**src/hw/rtl/tfba_pkg.sv**
```systemverilog
// shared types, constants and codes of the two-class fifo burst arbiter
package tfba_pkg;

    // fixed field widths
    localparam int TAG_WIDTH     = 16;
    localparam int LIMIT_WIDTH   = 4;
    localparam int WAITING_WIDTH = 6;

    // defaults
    localparam int QUEUE_DEPTH_DEFAULT = 16;
    localparam logic [LIMIT_WIDTH-1:0] LIMIT_RESET = 4'd5;

    // result status codes
    typedef enum logic [1:0] {
        ST_ENQUEUED = 2'd0,
        ST_DROPPED  = 2'd1,
        ST_SERVED   = 2'd2,
        ST_NONE     = 2'd3
    } t_status;

    // decoded operation carried from front to back
    typedef enum logic [1:0] {
        OP_ENQ_NORMAL = 2'd0,
        OP_ENQ_URGENT = 2'd1,
        OP_CALL       = 2'd2
    } t_op;

    // input word
    typedef struct packed {
        logic                 cmd;
        logic [TAG_WIDTH-1:0] item_tag;
        logic                 is_urgent;
    } t_in_word;

    // result word
    typedef struct packed {
        t_status                  status;
        logic [TAG_WIDTH-1:0]     served_tag;
        logic                     served_urgent;
        logic [WAITING_WIDTH-1:0] total_waiting;
    } t_out_word;

    // classified command word between front and back
    typedef struct packed {
        t_op                  op;
        logic [TAG_WIDTH-1:0] tag;
    } t_cmd_word;

endpackage

```
**src/hw/rtl/tfba_front.sv**
```systemverilog
// front end: accepts input words, classifies them and buffers two commands
module tfba_front (
    input  logic                 i_clk,
    input  logic                 i_rst_n,
    input  logic                 push,
    output logic                 full,
    input  tfba_pkg::t_in_word   i_in,
    output tfba_pkg::t_cmd_word  o_cmd,
    output logic                 o_cmd_valid,
    input  logic                 i_cmd_ready
);

    tfba_pkg::t_cmd_word r_slot [2];
    logic                r_wr_ptr;
    logic                r_rd_ptr;
    logic [1:0]          r_count;
    logic [1:0]          n_count;
    tfba_pkg::t_cmd_word w_cmd;
    logic                w_push;
    logic                w_pop;

    // classify the incoming word
    always_comb begin
        w_cmd.tag = i_in.item_tag;
        if (i_in.cmd) begin
            w_cmd.op = tfba_pkg::OP_CALL;
        end else if (i_in.is_urgent) begin
            w_cmd.op = tfba_pkg::OP_ENQ_URGENT;
        end else begin
            w_cmd.op = tfba_pkg::OP_ENQ_NORMAL;
        end
    end

    // handshakes
    assign full        = (r_count == 2'd2);
    assign o_cmd_valid = (r_count != 2'd0);
    assign o_cmd       = r_slot[r_rd_ptr];
    assign w_push      = push && !full;
    assign w_pop       = o_cmd_valid && i_cmd_ready;

    // occupancy
    always_comb begin
        n_count = r_count;
        if (w_push && !w_pop) begin
            n_count = r_count + 2'd1;
        end else if (!w_push && w_pop) begin
            n_count = r_count - 2'd1;
        end
    end

    // pointers and count
    always_ff @(posedge i_clk) begin
        if (!i_rst_n) begin
            r_wr_ptr <= 1'b0;
            r_rd_ptr <= 1'b0;
            r_count  <= 2'd0;
        end else begin
            if (w_push) begin
                r_wr_ptr <= ~r_wr_ptr;
            end
            if (w_pop) begin
                r_rd_ptr <= ~r_rd_ptr;
            end
            r_count <= n_count;
        end
    end

    // command slots
    always_ff @(posedge i_clk) begin
        if (w_push) begin
            r_slot[r_wr_ptr] <= w_cmd;
        end
    end

endmodule

```
**src/hw/rtl/tfba_back.sv**
```systemverilog
// back end: the two tag stores, burst counter and arbitration
module tfba_back #(
    parameter int QUEUE_DEPTH = tfba_pkg::QUEUE_DEPTH_DEFAULT
) (
    input  logic                                i_clk,
    input  logic                                i_rst_n,
    input  tfba_pkg::t_cmd_word                 i_cmd,
    input  logic                                i_cmd_valid,
    output logic                                o_cmd_ready,
    input  logic [tfba_pkg::LIMIT_WIDTH-1:0]    i_limit,
    input  logic                                i_res_full,
    output logic                                o_res_valid,
    output tfba_pkg::t_out_word                 o_res,
    output logic [$clog2(QUEUE_DEPTH+1)-1:0]    o_urgent_count,
    output logic [$clog2(QUEUE_DEPTH+1)-1:0]    o_normal_count
);

    localparam int AW = $clog2(QUEUE_DEPTH);
    localparam int CW = $clog2(QUEUE_DEPTH + 1);
    localparam logic [CW-1:0] DEPTH_C = CW'(QUEUE_DEPTH);
    localparam logic [AW-1:0] LAST_C  = AW'(QUEUE_DEPTH - 1);

    typedef enum logic {
        S_FETCH,
        S_EXEC
    } t_state;

    t_state r_state;

    logic [tfba_pkg::TAG_WIDTH-1:0] r_urgent_mem [QUEUE_DEPTH];
    logic [tfba_pkg::TAG_WIDTH-1:0] r_normal_mem [QUEUE_DEPTH];

    logic [AW-1:0] r_u_head, r_u_tail, r_n_head, r_n_tail;
    logic [AW-1:0] n_u_head, n_u_tail, n_n_head, n_n_tail;
    logic [CW-1:0] r_u_count, r_n_count, n_u_count, n_n_count;
    logic [tfba_pkg::LIMIT_WIDTH-1:0] r_burst, n_burst;

    tfba_pkg::t_cmd_word            r_cmd;
    logic [tfba_pkg::TAG_WIDTH-1:0] r_u_rd;
    logic [tfba_pkg::TAG_WIDTH-1:0] r_n_rd;

    logic    w_take;
    logic    w_u_write;
    logic    w_n_write;
    logic    w_u_full;
    logic    w_n_full;
    logic [CW:0] w_sum;
    tfba_pkg::t_out_word w_res;

    // pointer wrap
    function automatic logic [AW-1:0] f_next(input logic [AW-1:0] ptr);
        logic [AW-1:0] nxt;
        if (ptr == LAST_C) begin
            nxt = '0;
        end else begin
            nxt = ptr + 1'b1;
        end
        return nxt;
    endfunction

    assign w_take      = (r_state == S_FETCH) && i_cmd_valid && !i_res_full;
    assign o_cmd_ready = (r_state == S_FETCH) && !i_res_full;
    assign w_u_full    = (r_u_count == DEPTH_C);
    assign w_n_full    = (r_n_count == DEPTH_C);

    // execute the fetched command
    always_comb begin
        n_u_head  = r_u_head;
        n_u_tail  = r_u_tail;
        n_n_head  = r_n_head;
        n_n_tail  = r_n_tail;
        n_u_count = r_u_count;
        n_n_count = r_n_count;
        n_burst   = r_burst;
        w_u_write = 1'b0;
        w_n_write = 1'b0;
        w_res.status        = tfba_pkg::ST_NONE;
        w_res.served_tag    = '0;
        w_res.served_urgent = 1'b0;
        unique case (r_cmd.op)
            tfba_pkg::OP_ENQ_URGENT: begin
                if (w_u_full) begin
                    w_res.status = tfba_pkg::ST_DROPPED;
                end else begin
                    w_res.status = tfba_pkg::ST_ENQUEUED;
                    w_u_write    = 1'b1;
                    n_u_tail     = f_next(r_u_tail);
                    n_u_count    = r_u_count + 1'b1;
                end
            end
            tfba_pkg::OP_ENQ_NORMAL: begin
                if (w_n_full) begin
                    w_res.status = tfba_pkg::ST_DROPPED;
                end else begin
                    w_res.status = tfba_pkg::ST_ENQUEUED;
                    w_n_write    = 1'b1;
                    n_n_tail     = f_next(r_n_tail);
                    n_n_count    = r_n_count + 1'b1;
                end
            end
            tfba_pkg::OP_CALL: begin
                priority if (r_u_count == '0 && r_n_count == '0) begin
                    w_res.status = tfba_pkg::ST_NONE;
                end else if (r_burst < i_limit && r_u_count != '0) begin
                    w_res.status        = tfba_pkg::ST_SERVED;
                    w_res.served_tag    = r_u_rd;
                    w_res.served_urgent = 1'b1;
                    n_burst             = r_burst + 1'b1;
                    n_u_head            = f_next(r_u_head);
                    n_u_count           = r_u_count - 1'b1;
                end else if (r_n_count != '0) begin
                    w_res.status = tfba_pkg::ST_SERVED;
                    w_res.served_tag = r_n_rd;
                    n_burst      = tfba_pkg::LIMIT_WIDTH'(1);
                    n_n_head     = f_next(r_n_head);
                    n_n_count    = r_n_count - 1'b1;
                end else begin
                    // limit reached but no normal item waits
                    w_res.status        = tfba_pkg::ST_SERVED;
                    w_res.served_tag    = r_u_rd;
                    w_res.served_urgent = 1'b1;
                    n_u_head            = f_next(r_u_head);
                    n_u_count           = r_u_count - 1'b1;
                end
            end
            default: begin
                w_res.status = tfba_pkg::ST_NONE;
            end
        endcase
        w_sum               = {1'b0, n_u_count} + {1'b0, n_n_count};
        w_res.total_waiting = tfba_pkg::WAITING_WIDTH'(w_sum);
    end

    assign o_res_valid    = (r_state == S_EXEC);
    assign o_res          = w_res;
    assign o_urgent_count = r_u_count;
    assign o_normal_count = r_n_count;

    // sequencer and queue state
    always_ff @(posedge i_clk) begin
        if (!i_rst_n) begin
            r_state   <= S_FETCH;
            r_u_head  <= '0;
            r_u_tail  <= '0;
            r_n_head  <= '0;
            r_n_tail  <= '0;
            r_u_count <= '0;
            r_n_count <= '0;
            r_burst   <= '0;
        end else begin
            unique case (r_state)
                S_FETCH: begin
                    if (w_take) begin
                        r_state <= S_EXEC;
                    end
                end
                S_EXEC: begin
                    r_state   <= S_FETCH;
                    r_u_head  <= n_u_head;
                    r_u_tail  <= n_u_tail;
                    r_n_head  <= n_n_head;
                    r_n_tail  <= n_n_tail;
                    r_u_count <= n_u_count;
                    r_n_count <= n_n_count;
                    r_burst   <= n_burst;
                end
                default: begin
                    r_state <= S_FETCH;
                end
            endcase
        end
    end

    // command capture and registered head reads
    always_ff @(posedge i_clk) begin
        if (w_take) begin
            r_cmd  <= i_cmd;
            r_u_rd <= r_urgent_mem[r_u_head];
            r_n_rd <= r_normal_mem[r_n_head];
        end
    end

    // store writes
    always_ff @(posedge i_clk) begin
        if (o_res_valid && w_u_write) begin
            r_urgent_mem[r_u_tail] <= r_cmd.tag;
        end
        if (o_res_valid && w_n_write) begin
            r_normal_mem[r_n_tail] <= r_cmd.tag;
        end
    end

endmodule

```
**src/hw/rtl/tfba_outq.sv**
```systemverilog
// two-entry result queue between the back end and the result ports
module tfba_outq (
    input  logic                 i_clk,
    input  logic                 i_rst_n,
    input  logic                 i_push,
    input  tfba_pkg::t_out_word  i_res,
    output logic                 o_full,
    output logic                 empty,
    input  logic                 pop,
    output tfba_pkg::t_out_word  o_out
);

    tfba_pkg::t_out_word r_slot [2];
    logic                r_wr_ptr;
    logic                r_rd_ptr;
    logic [1:0]          r_count;
    logic [1:0]          n_count;
    logic                w_push;
    logic                w_pop;

    assign o_full = (r_count == 2'd2);
    assign empty  = (r_count == 2'd0);
    assign o_out  = r_slot[r_rd_ptr];
    assign w_push = i_push && !o_full;
    assign w_pop  = pop && !empty;

    // occupancy
    always_comb begin
        n_count = r_count;
        if (w_push && !w_pop) begin
            n_count = r_count + 2'd1;
        end else if (!w_push && w_pop) begin
            n_count = r_count - 2'd1;
        end
    end

    // pointers and count
    always_ff @(posedge i_clk) begin
        if (!i_rst_n) begin
            r_wr_ptr <= 1'b0;
            r_rd_ptr <= 1'b0;
            r_count  <= 2'd0;
        end else begin
            if (w_push) begin
                r_wr_ptr <= ~r_wr_ptr;
            end
            if (w_pop) begin
                r_rd_ptr <= ~r_rd_ptr;
            end
            r_count <= n_count;
        end
    end

    // result slots
    always_ff @(posedge i_clk) begin
        if (w_push) begin
            r_slot[r_wr_ptr] <= i_res;
        end
    end

endmodule

```
**src/hw/rtl/two_class_fifo_burst_arbiter.sv**
```systemverilog
// top level of the two-class fifo burst arbiter
// Queue-style block: push a word (enqueue a tag into the urgent or normal
// store, or call the next item) while full is low, and take one result word
// per input word while empty is low. The back end reads both store heads into
// registers, then arbitrates and updates the stores, and takes no new word
// until done with the last. A two-entry command queue and a two-entry result
// queue let the input and result sides stall on their own. The user must write
// the burst limit over the config channel (always ready) only while the block
// is idle; the block does not enforce this. The limit resets to 5.
module two_class_fifo_burst_arbiter #(
    parameter int QUEUE_DEPTH = tfba_pkg::QUEUE_DEPTH_DEFAULT
) (
    input  logic                             i_clk,
    input  logic                             i_rst_n,
    input  logic                             push,
    output logic                             full,
    input  tfba_pkg::t_in_word               i_in,
    output logic                             empty,
    input  logic                             pop,
    output tfba_pkg::t_out_word              o_out,
    input  logic                             i_cfg_valid,
    output logic                             o_cfg_ready,
    input  logic [tfba_pkg::LIMIT_WIDTH-1:0] i_cfg_data
);

    localparam int CW = $clog2(QUEUE_DEPTH + 1);
    localparam logic [CW-1:0] DEPTH_C = CW'(QUEUE_DEPTH);

    logic [tfba_pkg::LIMIT_WIDTH-1:0] r_limit;
    tfba_pkg::t_cmd_word              w_cmd;
    logic                             w_cmd_valid;
    logic                             w_cmd_ready;
    tfba_pkg::t_out_word              w_res;
    logic                             w_res_valid;
    logic                             w_res_full;
    logic [CW-1:0]                    w_u_count;
    logic [CW-1:0]                    w_n_count;

    // burst limit register
    assign o_cfg_ready = 1'b1;
    always_ff @(posedge i_clk) begin
        if (!i_rst_n) begin
            r_limit <= tfba_pkg::LIMIT_RESET;
        end else if (i_cfg_valid && o_cfg_ready) begin
            r_limit <= i_cfg_data;
        end
    end

    // front end
    tfba_front u_front (
        .i_clk       (i_clk),
        .i_rst_n     (i_rst_n),
        .push        (push),
        .full        (full),
        .i_in        (i_in),
        .o_cmd       (w_cmd),
        .o_cmd_valid (w_cmd_valid),
        .i_cmd_ready (w_cmd_ready)
    );

    // back end
    tfba_back #(
        .QUEUE_DEPTH (QUEUE_DEPTH)
    ) u_back (
        .i_clk          (i_clk),
        .i_rst_n        (i_rst_n),
        .i_cmd          (w_cmd),
        .i_cmd_valid    (w_cmd_valid),
        .o_cmd_ready    (w_cmd_ready),
        .i_limit        (r_limit),
        .i_res_full     (w_res_full),
        .o_res_valid    (w_res_valid),
        .o_res          (w_res),
        .o_urgent_count (w_u_count),
        .o_normal_count (w_n_count)
    );

    // result queue
    tfba_outq u_outq (
        .i_clk   (i_clk),
        .i_rst_n (i_rst_n),
        .i_push  (w_res_valid),
        .i_res   (w_res),
        .o_full  (w_res_full),
        .empty   (empty),
        .pop     (pop),
        .o_out   (o_out)
    );

    // store occupancy never passes the depth
    a_count_bound: assert property (@(posedge i_clk) disable iff (!i_rst_n)
        (w_u_count <= DEPTH_C) && (w_n_count <= DEPTH_C))
        else $error("store count above depth");

    // a result pushed while the result queue is full would be lost
    a_no_res_overflow: assert property (@(posedge i_clk) disable iff (!i_rst_n)
        w_res_valid |-> !w_res_full)
        else $error("result pushed into full queue");

    // only a served word carries a tag or the urgent flag
    a_zero_unless_served: assert property (@(posedge i_clk) disable iff (!i_rst_n)
        (!empty && o_out.status != tfba_pkg::ST_SERVED) |->
            (o_out.served_tag == '0 && !o_out.served_urgent))
        else $error("tag on a word that was not served");

endmodule
```
**config.mk**
```make
export PLATFORM = sky130hd
export DESIGN_NAME = two_class_fifo_burst_arbiter
export DESIGN_NICKNAME = d
export VERILOG_FILES = /design/src/hw/rtl/tfba_pkg.sv /design/src/hw/rtl/tfba_front.sv /design/src/hw/rtl/tfba_back.sv /design/src/hw/rtl/tfba_outq.sv /design/src/hw/rtl/two_class_fifo_burst_arbiter.sv
export SDC_FILE = /design/constraint.sdc
export NUM_CORES = 1
export LEC_CHECK = 0
export BUFFER_PORTS_ARGS = -buffer_cell sky130_fd_sc_hd__buf_2
export CAP_MARGIN = 10
export CELL_PAD_IN_SITES_DETAIL_PLACEMENT = 0
export CELL_PAD_IN_SITES_GLOBAL_PLACEMENT = 1
export CORE_MARGIN = 8
export CORE_UTILIZATION = 45
export DETAILED_ROUTE_END_ITERATION = 10
export PLACE_DENSITY_LB_ADDON = 0.1
export SYNTH_ARGS = -nofsm -noshare
export SYNTH_HDL_FRONTEND = slang
export SYNTH_SLANG_ARGS = --single-unit
```
**constraint.sdc**
```tcl
create_clock -name i_clk -period 8.5 [get_ports i_clk]
set_input_delay 1.7 -clock i_clk [delete_from_list [all_inputs] [get_ports i_clk]]
set_output_delay 1.7 -clock i_clk [all_outputs]
set_load 0.05 [all_outputs]
```
==> results.toml, run 1 <==
[yosys]
netlist_area_um2 = 27000
yosysMostFrequentCell = "edfxtp_1"
syn_inst = 1315
synthesis.nets = 1372
synth_area_per_cell_um2 = 20.5
synth_common_cells = "edfxtp_1 (648), mux4_2 (160), nor2_1 (66)"
yosysTopAreaCell = "edfxtp_1"
synthTopCellsByArea = "edfxtp_1 (72%), mux4_2 (13%), dfxtp_1 (3.3%), mux2_2 (1.9%), ha_1 (1.3%)"
async_flop_share = 0
synth_edf_count = 648
yosysTopAreaCellShare = 0.722
yosysUniqueCellTypes = 61
synthFlopType = "edfxtp_1"
yosysSeqAreaShare = 0.754
ys_ff_latch = 692
yosys_warnings = 0

[drt]
drc = 0
drt-total-wl_mm = 59.6
drtIter0Drc = 1152
wl_met3_mm = 3.12
route.met2.wl_mm = 28.7
num_vias = 12800
routed.top_layer = "met4"
viasPerCell = 5.68
antenna_left = 0
drtPass1Iterations = 5
wl_met1_mm = 26.7
wl_per_cell_um = 26.5

[placement]
place_hpwl_mm = 35.2
gp_congestion = 0.793
dpl.cell_count = 2120
port_buffers = 53

[critical_path]
worst_ep_arrival_time_ns = 1.96
cp_cell_sequence = "buf_4 > mux2_2 > buf_2"
path_buf_inv = 2
critical_path.top_delay_family = "buffers and inverters"
crit_type = "register to output pin"
worstSetupStartpointType = "register"
slowest_delay_ns = 0.44
cp-end-kind = "output pin"
slowest_stage = "mux2_2"
path_max_fanout = 25
required_ns = 6.80

[power_and_ir_drop]
peakVddDrop_mv = 0.180
power_density_nw_per_um2 = 296
p_leak_uw = 0.00969

[clock_tree]
cts_made_buffers = 73
htree_levels = 3
postCtsHoldBufs = 0
path_clk_slew_ns = 0.06
clk_latency_ns = 0.60
cts.path.max_buffers = 3
cts_num_sinks = 692
cts_root_buf = "clkbuf_16"
cts_setup_buffers = 0
cts_tree = "done"
cts.repair.resized = 0

[status]
status = "complete, no violations"

[worst_hold_path]
hp-class = "register to register"

[sta]
fin_crit_sh = 0.430
clock_skew_ns = 0.0325
grt_setup_unrepaired = "no"
layout_min_cycle_time_ns = 3.66
fmax_mhz = 273
slew_headroom = 0.208
hold_viol = 0
maxSlewViolCount = 0
setup_viol = 0
worst-slew-pin-transition_ns = 1.19
fin_tns_setup_ns = 0

[grt]
grt_pass1_vias = 13100
grt.total_usage = 0.178
overflow = 0
grt_first_pass_wirelength_mm = 88.9
grt_max_degree = 62
antenna_found_initial = 0

[floorplanning]
core_area_um2 = 59100
die-area_um2 = 68000
chipWidth_um = 261
chipHeight_um = 261
initial_utilization = 0.456
io_pins = 55
rows = 89

[finish]
instances_no_fill = 2251
fillers = 4664
fin_nets = 1481
area_delta_synth_final_pct = 13.0
drive_gt1_frac = 0.289
n_antenna_cell = 0
final_util = 0.515

[run]
drv_cap = 0
==> final timing paths <==
path / start / slack (ns) / cells past startpoint / endpoint
setup / recovery: register / 4.84 / 3 / o_out[20]
hold / removal: r_limit[0]$_SDFFE_PN1P_ / 0.48 / 2 / r_limit[0]$_SDFFE_PN1P_
setup reg to reg: u_back.o_normal_count[0]$_SDFFE_PN0P_ / 4.99 / 9 / u_back.r_normal_mem[13][9]$_DFFE_PP_
hold reg to reg: r_limit[0]$_SDFFE_PN1P_ / 0.48 / 2 / r_limit[0]$_SDFFE_PN1P_
==> through the flow <==
step | setup WS, ns | hold WS (ns) | area (um^2) | power [uW]
floorplan | 4.55 | 0.433 | 27000 | 5700
global placement | 5.04 | 0.471 | 28300 | 6250
detailed placement | 4.94 | 0.472 | 28300 | 6280
CTS | 4.77 | 0.493 | 30400 | 9140
global route | 4.71 | 0.532 | 30500 | 9420
finish | 4.84 | 0.482 | 30500 | 9030
==> power by group <==
group	total, uW	switching (uW)	leakage [uW]	internal, uW
Combinational	1370	893	0.00242	474
Clock	2850	1260	0.00104	1590
Sequential	4810	422	0.00624	4390
Total	9030	2570	0.00969	6460
==> cell type report <==
type / count / area (um^2) / area share
Sequential cell: 692 / 20300 / 0.668
Clock inverter: 40 / 199 / 0.00653
Tap cell: 773 / 967 / 0.0318
Multi-Input combinational cell: 529 / 6280 / 0.206
Timing Repair Buffer: 102 / 653 / 0.0214
Inverter: 26 / 97.6 / 0.00320
Clock buffer: 89 / 1910 / 0.0627
==> logic make-up after synthesis <==
kind of cell | share of synthesized area
XOR/XNOR | 0.00552
buffers and inverters | 0.0144
adder cells (fa/ha/maj) | 0.0142
flip-flops | 0.754
AND/OR/NAND/NOR | 0.0270
other | 0.000139
AO/OA/AOI/OAI | 0.0285
multiplexers | 0.156
==> state kept, by name, summed over array words and instances, names as in the netlist, named ones only <==
register,cells
u_back.r_cmd,18
u_back.r_urgent_mem,256
u_back.r_u_head,4
u_outq.r_slot,50
u_back.r_burst,4
u_back.o_res_valid,1
u_back.r_u_rd,16
r_limit,4
u_front.r_slot,36
u_outq.r_wr_ptr,1
u_front.r_wr_ptr,1
u_front.r_rd_ptr,1
u_back.r_normal_mem,256
u_back.r_n_tail,4
u_back.o_normal_count,5
u_back.r_n_head,4
u_outq.r_count,2
u_back.o_urgent_count,5
u_outq.r_rd_ptr,1
u_back.r_u_tail,4
u_back.r_n_rd,16
u_front.r_count,2
==> layout by cell type, fill, tap and decap left out, drive strengths merged, types with 5 or more instances in the layout <==
cell      n
nor2b     5
mux2i     9
nand2b    6
edfxtp  648
nand2    32
inv      26
nor2     67
o21ai    26
buf     102
xor2     12
clkinv   38
nand3    10
dfxtp    44
a22o     19
clkbuf   89
a21oi    25
mux4    160
nor3     12
ha       29
mux2     45
a31oi    10
xnor2     5
==> metal layers <==
| layer | GRT usage | up-vias |
|---|---|---|
| met1 | 0.253 | 6782 |
| met4 | 0.0497 | 0 |
| met3 | 0.0309 | 74 |
| li1 | - | 5585 |
| met2 | 0.284 | 339 |
| met5 | 0 | - |
==> worst min-delay path: stages, from the launching register on <==
cell and delay, ns:
dfxtp_1 0.33, mux2i_1 0.07, nand2_1 0.06
Note: power is estimated with default switching activity, not from simulation.
==> inputs of run 2 (changes only) <==
clock period = 3.1 ns   (was 8.5 ns; I/O delays follow)
==> results.toml, run 2 (same netlist as run 1, synthesis figures left out) <==
[drt]
antenna_left = 0
wl_per_cell_um = 25.2
viasPerCell = 5.56
num_vias = 12900
drtIter0Drc = 988
drtPass1Iterations = 5
drt-total-wl_mm = 58.4
drc = 0

[sta]
setup_viol = 0
hold_viol = 0
clock_skew_ns = 0.0226
fin_hold_ws_ns = 0.204
grt_setup_unrepaired = "no"
fin_crit_sh = 0.956
fmax_mhz = 337
worst-slew-pin-transition_ns = 1.15
maxSlewViolCount = 0
slew_headroom = 0.231
layout_min_cycle_time_ns = 2.96
finalWorstSetupSlack_ns = 0.136

[placement]
pre_cts_slack_ns = -0.0262
dpl.cell_count = 2179
port_buffers = 53
gp_congestion = 0.793
place_hpwl_mm = 35.8
dpl_cell_area_um2 = 28900

[status]
status = "complete, no violations"

[critical_path]
path_max_fanout = 4
path_buf_inv = 1
rrSetupSlack_ns = 0.14
crit_type = "register to register"
slowest_stage = "or3b_4"
worst_ep_arrival_time_ns = 3.31
worstSetupStartpointType = "register"
critical_path.top_delay_family = "simple AND/OR/NAND/NOR gates"
slowest_delay_ns = 0.43
cp-end-kind = "register"
cp_cell_sequence = "inv_1 > ha_1 > or3b_4 > nor2_8 > a21oi_2 > and2_4 > mux2_2 > a22o_1 > fa_1 > a21o_1 > a21oi_1 > xnor2_1"
required_ns = 3.44

[grt]
antenna_found_initial = 0
grt_pass1_vias = 13300
grt_first_pass_wirelength_mm = 87.0
overflow = 0
grt_max_degree = 68
grt.total_usage = 0.175

[finish]
reg_top3 = "u_back.r_normal_mem x256, u_back.r_urgent_mem x256, u_outq.r_slot x50"
fin_nets = 1540
final_cell_mix = "edfxtp_1 (648), mux4_2 (160), buf_4 (93), clkbuf_16 (76)"
instances_no_fill = 2314
n_antenna_cell = 0
final_area_um2 = 31500
layout_commonest_cell = "edfxtp_1"
fillers = 4612
drive_gt1_frac = 0.335
final_util = 0.533
area_delta_synth_final_pct = 16.9

[floorplanning]
core_area_um2 = 59100
chipWidth_um = 261
initial_utilization = 0.456
chipHeight_um = 261
rows = 89
die-area_um2 = 68000
io_pins = 55

[worst_hold_path]
hp-class = "input pin to register"

[power_and_ir_drop]
power_density_nw_per_um2 = 836
peakVddDrop_mv = 0.548
p_leak_uw = 0.0102

[clock_tree]
cts.path.max_buffers = 3
cts_setup_buffers = 0
cts_root_buf = "clkbuf_16"
clk_latency_ns = 0.61
cts_made_buffers = 75
cts_tree = "done"
cts_num_sinks = 692
path_clk_slew_ns = 0.06
postCtsHoldBufs = 0
htree_levels = 3

[run]
drv_cap = 0
## run 2: changes by cell type in the layout (fill, tap and decap cells not counted), sizes merged
cell	before	now
bufinv	0	13
clkbuf	89	92
clkinv	38	23
clkinvlp	2	4
buf	102	159
inv	26	29
## run 2: per-layer routing
layer	up-vias	track usage	wire length, um
met5	-	0	0
met4	0	0.0539	1510
met3	86	0.0313	2510
met2	272	0.278	28100
met1	6809	0.245	26200
li1	5710	-	-
## run 2: per-stage QoR
stage / TNS, ns / total power, uW
after CTS: 0 / 26700
after global placement: -0.00593 / 17300
after floorplan: 0 / 15600
final: 0 / 26400
after global routing: 0 / 27500
after detailed placement: -0.0523 / 17400
## run 2: path summary, 6_finish.rpt
| path | from | endpoint | cells after the start |
|---|---|---|---|
| worst max-delay path | u_back.o_urgent_count[0]$_SDFFE_PN0P_ | u_outq.r_slot[0][4]$_DFFE_PP_ | 12 |
| worst min-delay path | i_in[6] | u_front.r_slot[0][5]$_DFFE_PP_ | 1 |
| worst max register to register | u_back.o_urgent_count[0]$_SDFFE_PN0P_ | u_outq.r_slot[0][4]$_DFFE_PP_ | 12 |
| worst min register to register | r_limit[0]$_SDFFE_PN1P_ | r_limit[0]$_SDFFE_PN1P_ | 2 |
## run 2: area by class of cell
type	instances	area, um^2	area share
Sequential cell	692	20300	0.646
Clock buffer	92	1960	0.0622
Timing Repair Buffer	159	1220	0.0388
Clock inverter	43	592	0.0188
Multi-Input combinational cell	529	6330	0.201
Tap cell	773	967	0.0307
Inverter	26	97.6	0.00310
## run 2: what timing repair did
action                                  4_1_cts  5_1_grt
pin swaps                                     0        2
resized for setup                             1        8
cloned                                        0        0
endpoints found under the setup margin        2        8
## run 2: report_power, final
group | internal [uW] | total (uW) | switching (uW)
Clock | 5620 | 9230 | 3610
Combinational | 1520 | 4020 | 2500
Sequential | 12000 | 13100 | 1080
Total | 19200 | 26400 | 7190
==> inputs of run 3 (changes only) <==
CTS_BUF_LIST = sky130_fd_sc_hd__clkbuf_8   (was unset)
==> results.toml, run 3 (same netlist as run 1, synthesis figures left out) <==
[floorplanning]
rows = 89
chipHeight_um = 261
io_pins = 55
core_area_um2 = 59100
die-area_um2 = 68000
initial_utilization = 0.456
chipWidth_um = 261

[clock_tree]
cts_setup_buffers = 0
cts_tree = "done"
cts_num_sinks = 692
clk_latency_ns = 0.70
htree_levels = 3
postCtsHoldBufs = 0
cts_made_buffers = 113
path_clk_slew_ns = 0.06
cts.path.max_buffers = 3
cts_root_buf = "clkbuf_8"

[finish]
layout_commonest_cell = "edfxtp_1"
final_area_um2 = 31100
fin_nets = 1578
final_cell_mix = "edfxtp_1 (648), mux4_2 (160), clkbuf_8 (119), buf_4 (93), inv_1 (63)"
instances_no_fill = 2387
fillers = 4720
reg_top3 = "u_back.r_normal_mem x256, u_back.r_urgent_mem x256, u_outq.r_slot x50"
final_util = 0.525
drive_gt1_frac = 0.340
area_delta_synth_final_pct = 15.3

[drt]
drt-total-wl_mm = 58.9
viasPerCell = 5.47
drtPass1Iterations = 5
antenna_left = 0
wl_per_cell_um = 24.7
drc = 0
num_vias = 13100
drtIter0Drc = 876

[grt]
grt_max_degree = 68
antenna_found_initial = 1
top_usage_layer = "met2"
grt.total_usage = 0.175
met2_usage = 0.283
grt_pass1_vias = 13600
overflow = 0
gr-usage-met3 = 0.0358
grt_first_pass_wirelength_mm = 87.6
use_met1 = 0.240

[sta]
layout_min_cycle_time_ns = 2.95
slew_headroom = 0.257
hold_viol = 0
grt_setup_unrepaired = "no"
fmax_mhz = 339
maxSlewViolCount = 0
worst-slew-pin-transition_ns = 1.11
fin_crit_sh = 0.953
clock_skew_ns = 0.0379
setup_viol = 0

[power_and_ir_drop]
power_density_nw_per_um2 = 787
peakVddDrop_mv = 0.511
p_leak_uw = 0.0102

[run]
drv_cap = 0

[critical_path]
crit_type = "register to register"
required_ns = 3.53
worst_ep_arrival_time_ns = 3.38
path_max_fanout = 4
worstSetupStartpointType = "register"
cp-end-kind = "register"

[placement]
gp_congestion = 0.793
dpl.cell_count = 2179
place_hpwl_mm = 35.8
dpl_cell_area_um2 = 28900
port_buffers = 53

[worst_hold_path]
hp-class = "input pin to register"

[status]
status = "complete, no violations"
run 3: changes by cell type in the layout (fill, tap and decap cells not counted), sizes merged:
cell      previous run  this run
inv                 29        64
clkinv              23        44
diode                0         1
clkbuf              92       119
clkinvlp             4         3
bufinv              13         3
run 3: per-stage QoR:
step                worst slack [ns]  hold WS (ns)  power [uW]  setup TNS, ns
CTS                           0.0149        0.0362       24700              0
floorplan                    0.00837         0.433       15600              0
detailed placement           -0.0262         0.468       17400        -0.0523
finish                         0.147         0.114       24400              0
global route                 0.00454        0.0430       25600              0
global placement            -0.00297         0.469       17300       -0.00593
run 3: cell type report:
class	instances	area, um^2	area share
Timing Repair Buffer	159	1220	0.0394
Antenna cell	1	2.50	0.0000805
Inverter	26	97.6	0.00314
Clock inverter	88	460	0.0148
Sequential cell	692	20300	0.655
Multi-Input combinational cell	529	6330	0.204
Clock buffer	119	1640	0.0527
Tap cell	773	967	0.0311
run 3: power by group:
group | switching, uW | total [uW] | internal [uW]
logic | 2500 | 4030 | 1530
registers | 1070 | 13100 | 12000
clock network | 3530 | 7320 | 3790
total | 7100 | 24400 | 17300
run 3: path summary, 6_finish.rpt:
kind	start	slack, ns	end	cells after the start
worst min-delay path	i_in[8]	0.11	u_front.r_slot[0][7]$_DFFE_PP_	1
worst max-delay path	u_back.o_urgent_count[0]$_SDFFE_PN0P_	0.15	u_outq.r_slot[0][4]$_DFFE_PP_	12
worst max register to register	u_back.o_urgent_count[0]$_SDFFE_PN0P_	0.15	u_outq.r_slot[0][4]$_DFFE_PP_	12
worst min register to register	r_limit[0]$_SDFFE_PN1P_	0.48	r_limit[0]$_SDFFE_PN1P_	2
run 3: repair_timing:
action / CTS / global route
pin swaps: 0 / 3
resized for setup: 1 / 9
endpoints found under the setup margin: 2 / 8
run 3: worst max-delay path, stage by stage, from the launching register on:
cell     delay (ns)
dfxtp_1        0.31
inv_1          0.06
ha_2           0.19
or3b_4         0.42
nor2_8         0.11
a21oi_2        0.06
and2_4         0.18
mux2_2         0.25
a22o_1         0.24
fa_1           0.43
a21o_1         0.18
a21oi_1        0.17
xnor2_1        0.09
run 3: per-layer routing:
layer | vias up | wire (um)
met5 | - | 0
met4 | 0 | 1260
met3 | 88 | 2700
met2 | 329 | 28800
met1 | 6836 | 26100
li1 | 5805 | -
